$ cat src/rtl/core/gfc_pkg.sv
package gfc_pkg;

	localparam int CANVAS_MAX_W = 256;
	localparam int CANVAS_MAX_H = 256;
	localparam int PALETTE_DEPTH = 256;

	localparam int XW = (CANVAS_MAX_W > 1) ? $clog2(CANVAS_MAX_W) : 1;
	localparam int YW = (CANVAS_MAX_H > 1) ? $clog2(CANVAS_MAX_H) : 1;
	localparam int EW = $clog2(CANVAS_MAX_W + 1);
	localparam int EH = $clog2(CANVAS_MAX_H + 1);
	localparam int CANVAS_DEPTH = CANVAS_MAX_W * CANVAS_MAX_H;
	localparam int AW = (CANVAS_DEPTH > 1) ? $clog2(CANVAS_DEPTH) : 1;
	localparam int PAW = $clog2(PALETTE_DEPTH);
	localparam int MW = YW + EW + 1;

	localparam int IQ_DEPTH = 2;
	localparam int IQW = $clog2(IQ_DEPTH);
	localparam int IQCW = $clog2(IQ_DEPTH + 1);
	localparam int RQ_DEPTH = 4;
	localparam int RQW = $clog2(RQ_DEPTH);
	localparam int RQCW = $clog2(RQ_DEPTH + 1);

	localparam logic [7:0] ALPHA_OPAQUE = 8'hFF;
	localparam logic [2:0] DISP_BACKGROUND = 3'd2;
	localparam logic [2:0] DISP_PREVIOUS = 3'd3;

	typedef enum logic [1:0] {
		REQ_PALETTE = 2'd0,
		REQ_FRAME   = 2'd1,
		REQ_PIXEL   = 2'd2,
		REQ_READ    = 2'd3
	} req_kind_t;

	typedef enum logic [1:0] {
		CFG_WIDTH  = 2'd0,
		CFG_HEIGHT = 2'd1,
		CFG_BG     = 2'd2,
		CFG_GMAP   = 2'd3
	} cfg_reg_t;

	typedef enum logic [1:0] {
		SQ_RUN,
		SQ_ERASE,
		SQ_FILL,
		SQ_COPY
	} seq_state_t;

	typedef struct packed {
		req_kind_t   kind;
		logic        slot_ok;
		logic [7:0]  color_index;
		logic [23:0] color_rgb;
		logic [15:0] left;
		logic [15:0] top;
		logic [15:0] width;
		logic [15:0] height;
		logic        trans;
		logic [2:0]  disposal;
		logic        first;
		logic        last;
		logic        pal_ok;
	} item_t;

	typedef struct packed {
		logic [31:0] argb;
		logic        valid;
	} result_t;

	typedef struct packed {
		logic    push;
		result_t data;
	} res_beat_t;

	function automatic logic [EW-1:0] eff_width(input logic [8:0] v);
		if (v == 9'd0) return EW'(1);
		if (32'(v) > CANVAS_MAX_W) return EW'(CANVAS_MAX_W);
		return EW'(v);
	endfunction

	function automatic logic [EH-1:0] eff_height(input logic [8:0] v);
		if (v == 9'd0) return EH'(1);
		if (32'(v) > CANVAS_MAX_H) return EH'(CANVAS_MAX_H);
		return EH'(v);
	endfunction

	function automatic logic [AW-1:0] canvas_addr(input logic [YW-1:0] y,
		input logic [XW-1:0] x, input logic [EW-1:0] w);
		logic [MW-1:0] p;
		p = MW'(y) * MW'(w);
		p = p + MW'(x);
		return p[AW-1:0];
	endfunction

endpackage

$ cat src/rtl/core/gfc_resq.sv
module gfc_resq (
	input  logic                     clk,
	input  logic                     arst_n,
	input  gfc_pkg::res_beat_t       res,
	input  logic                     pop,
	output logic                     empty,
	output gfc_pkg::result_t         head,
	output logic [gfc_pkg::RQCW-1:0] count
);

	gfc_pkg::result_t          mem_q [gfc_pkg::RQ_DEPTH];
	logic [gfc_pkg::RQW-1:0]   wp_q, rp_q;
	logic [gfc_pkg::RQCW-1:0]  cnt_q;
	logic                      do_pop;

	assign empty  = cnt_q == '0;
	assign head   = mem_q[rp_q];
	assign count  = cnt_q;
	assign do_pop = pop && !empty;

	always_ff @(posedge clk) begin
		if (res.push) begin
			mem_q[wp_q] <= res.data;
		end
	end

	always_ff @(posedge clk or negedge arst_n) begin
		if (!arst_n) begin
			wp_q  <= '0;
			rp_q  <= '0;
			cnt_q <= '0;
		end else begin
			if (res.push) begin
				wp_q <= (wp_q == gfc_pkg::RQW'(gfc_pkg::RQ_DEPTH - 1)) ? '0 : wp_q + 1'b1;
			end
			if (do_pop) begin
				rp_q <= (rp_q == gfc_pkg::RQW'(gfc_pkg::RQ_DEPTH - 1)) ? '0 : rp_q + 1'b1;
			end
			if (res.push && !do_pop) begin
				cnt_q <= cnt_q + 1'b1;
			end else if (!res.push && do_pop) begin
				cnt_q <= cnt_q - 1'b1;
			end
		end
	end

endmodule

$ cat config.mk
export PLATFORM = sky130hd
export DESIGN_NAME = gfc_resq
export DESIGN_NICKNAME = d
export VERILOG_FILES = /design/src/rtl/core/gfc_pkg.sv /design/src/rtl/core/gfc_resq.sv
export SDC_FILE = /design/constraint.sdc
export NUM_CORES = 1
export LEC_CHECK = 0
export ABC_AREA = 1
export BUFFER_PORTS_ARGS = -buffer_cell sky130_fd_sc_hd__buf_2
export CAP_MARGIN = 20
export CORE_ASPECT_RATIO = 1.4
export CORE_UTILIZATION = 54
export DETAILED_ROUTE_END_ITERATION = 8
export HOLD_SLACK_MARGIN = 0.1
export PLACE_DENSITY = 0.75
export SLEW_MARGIN = 20
export SYNTH_ARGS = -nofsm -noshare
export SYNTH_HDL_FRONTEND = slang
export SYNTH_SLANG_ARGS = --single-unit
$ cat constraint.sdc
create_clock -name clk -period 2.7 [get_ports clk]
set_input_delay 0.81 -clock clk [delete_from_list [all_inputs] [get_ports clk]]
set_output_delay 0.81 -clock clk [all_outputs]
set_load 0.01 [all_outputs]
==> metrics.md <==
| Metric | Value |
|---|---|
| Run status | completed |
| Clock network fraction of total power | between 30 and 40% |
| Startpoint Class | flop |
| Critical Path Sink | head[12] |
| Grt total ovfl | 0 |
| Initial Util | between 50% and 60% |
| Internal Power | approximately 0.0056 W |
| Multi-input gate area | about 0.0013 mm2 |
| Post-CTS setup buffer count | 1 |
| Hold buffer count at cts | 0 |
| Slowest CP cell | dfrtp_4 |
| FF+latch count, synth | 139 |
| Critical R2R Capture | count[2] |
| Core Region | between 0.01 and 0.015 mm2 |
| Cell taking the most area after synthesis | edfxtp_1 |
| Slew HR | 63.9% |
| Initial antenna violation count | 0 |
| Worst Setup SP | rp_q[0] |
| Combinational group share of total power | between 30% and 40% |
| WP depth | 5 |
| Post-Route WL | between 10 and 15 mm |
| Vias per inst | between 5 and 6 |
| Vias in the first global route | approximately 3,600 |
| First DRT Iteration DRCs | between 150 and 200 |
| Clk buf depth | 2 |
| Area grow syn2layout | 20.2% |
| Die Y-Extent | ~130 um |
| Clk pin slew, worst setup/hold paths | approximately 0.06 ns |
| Slew at the pin closest to its max-slew limit | approximately 0.54 ns |
| Min Tclk post-route | approximately 2.6 ns |
| Switch share | roughly a third |
| Fillers | 723 |
| R2R Path Start | count[0] |
| Port Buf Inserts | between 70 and 80 |
| Final Wtd Congestion | between 0.7 and 0.8 |
| CP max FO | 33 |
| Cells after Synth | between 400 and 500 |
| Leak | approximately 3 nW |
| R2R depth | 10 |
| Setup-failing EPs final | 0 |
| Dpl ws | just over 0.4 ns |
| Dpl cells | about 640 |
| Worst skew pair latency | between 0.4 and 0.5 ns |
| Largest net degree at the start of global routing | 34 |
| CTS tree | yes |
| Synth top area share | about two thirds |
| Fin crit share | a little under 100% |
| DIE AREA | roughly 0.011 mm2 |
| Clock Skew | 0.00435 ns |
| Syn. warnings | 0 |
| Ys flop type | edfxtp_1 |
| Critical Path End Type | output port |
| Avg WL per Cell | between 15 and 20 um |
| Fin worst setup slack | approximately 0.1 ns |
| H-tree levels | 4 |
| Psw | roughly 0.0026 W |
| Commonest cells in the netlist | edfxtp_1 (132), nand2_1 (98), inv_1 (77) |
| Clock root cell | clkbuf_16 |
| Total number of vias | between 3,000 and 4,000 |
| Setup slack, reg-to-reg | 0.89 ns |
| Max VDD drop | about 0.80 mV |
| RSZ-0062 raised after global routing | false |
| PD cells | 1150 mW/mm2 |
| Synth area leaders | edfxtp_1 (67%), o211ai_2 (7.0%), nand2_1 (6.2%), inv_1 (4.9%), o211ai_1 (4.2%) |
| Global-route usage over all layers | a little over a fifth |
| Final cell count without fillers | 676 |
| Post-DP HPWL | 6.44 mm |
| First-pass GRT wire length | around 18 mm |
| Sink Count | between 100 and 150 |
| Critical path arrival | between 1.5 and 2 ns |
| Max Cap Viol | 0 |
| Final hold viol count | 0 |
| Final Slew Violations | 0 |
| Seq/Total Area, Yosys | a little over two thirds |
| Synth Net Count | between 400 and 500 |
| Worst EP required | between 1.5 and 2 ns |
| Synth Cell Area | between 0.005 and 0.006 mm2 |
| First-pass DRT Iterations | 4 |
| Cell mode on critical path | nand2_1 |
| Largest delay share family, worst path | flip-flops |
| Num CTS Buffers | 17 |
| Worst hold path type | in2async |
| Fin nets | between 500 and 600 |
| Crit Path Class | reg2out |
| Worst Path Buf+Inv | 2 |
| Post-cts repair resize count | 0 |
| Post-DRT Antenna Nets | 0 |
| FF+latch area | 0.00414 mm2 |
| # IOs | 74 |
| PnR Total Power | between 0.008 and 0.009 W |
| Top-count cell post-synth | edfxtp_1 |
| Die W | ~90 um |
| Final TNS setup | 0 ns |
| Post-synth ARST share | 5.04% |
| Mean post-synth cell area | roughly 13 um2 |
| Post-synth EDFFs | 132 |
| Row count | 44 |
| Crit-path max cell delay | between 0.6 and 0.7 ns |
| DRC | 0 |
| Final Util | around two thirds |
| Layout cells sized above 1 | 32.2% |
| Critical-path cell list | buf_12, nand2_1, o211ai_1, nand2_1, buf_2 |
| Max Freq | between 0.3 and 0.4 GHz |
| Distinct cells, synth | 18 |
| Sequential power share | between 30% and 40% |
-- per-stage QoR --
| stage | area (um2) | hold slack [ns] |
|---|---|---|
| global route | 7110 | 0.232 |
| detailed placement | 6400 | 0.490 |
| global placement | 6400 | 0.475 |
| finish | 7110 | 0.228 |
| floorplan | 5910 | 0.514 |
| CTS | 7110 | 0.222 |
-- logic make-up (layout without fill, tap and decap cells) --
kind of cell             after synthesis  in the layout  synth area share, %
AO/OA/AOI/OAI                         68             68                 11.3
XOR/XNOR                               1              1                0.148
adder cells (fa/ha/maj)                7              7                 1.61
buffers and inverters                100            197                 8.04
flip-flops                           139            139                 70.0
other                                  0              1                    0
AND/OR/NAND/NOR                      125            125                 8.89
-- sequential cells by signal, summed over array words and instances (netlist names) --
register / cells
rp_q: 2
wp_q: 2
count: 3
mem_q: 132
-- power by group through the flow --
| stage | combinational (W) | sequential (W) | clock (W) |
|---|---|---|---|
| after floorplan | 0.00186 | 0.00294 | 0 |
| after global placement | 0.00242 | 0.00305 | 0 |
| after detailed placement | 0.00250 | 0.00307 | 0 |
| after CTS | 0.00263 | 0.00299 | 0.00266 |
| after global routing | 0.00286 | 0.00302 | 0.00274 |
| final | 0.00260 | 0.00298 | 0.00263 |
-- worst min-delay path by stage --
stage	end	slack [ns]
global route	count[0]	0.23
floorplan	count[0]	0.51
global placement	count[2]	0.48
CTS	count[2]	0.22
finish	count[2]	0.23
detailed placement	count[2]	0.49
-- cell usage in the layout, fill, tap and decap left out, types with 11 or more instances in the layout --
cell type and instances:
o211ai_2 33, nand2_1 98, buf_2 73, clkbuf_16 17
edfxtp_1 132, nand2_2 20, inv_1 73, buf_4 11
o211ai_1 33
-- per-layer routing --
layer,vias up,wire (um),track usage (%)
met3,15,523,5.68
met1,1749,4480,23.4
li1,1685,-,-
met2,114,6080,37.4
met4,0,168,8.73
met5,-,0,0
-- final cells by class --
| type | count | share of cell area (%) |
|---|---|---|
| clock buffer | 20 | 6.56 |
| tap | 138 | 2.43 |
| multi-input combinational | 201 | 18.3 |
| sequential | 139 | 58.3 |
| timing repair buffer | 87 | 7.25 |
| clock inverter | 12 | 3.04 |
| antenna | 1 | 0.0352 |
| inverter | 78 | 4.12 |
Note: power is estimated with default switching activity, not from simulation.
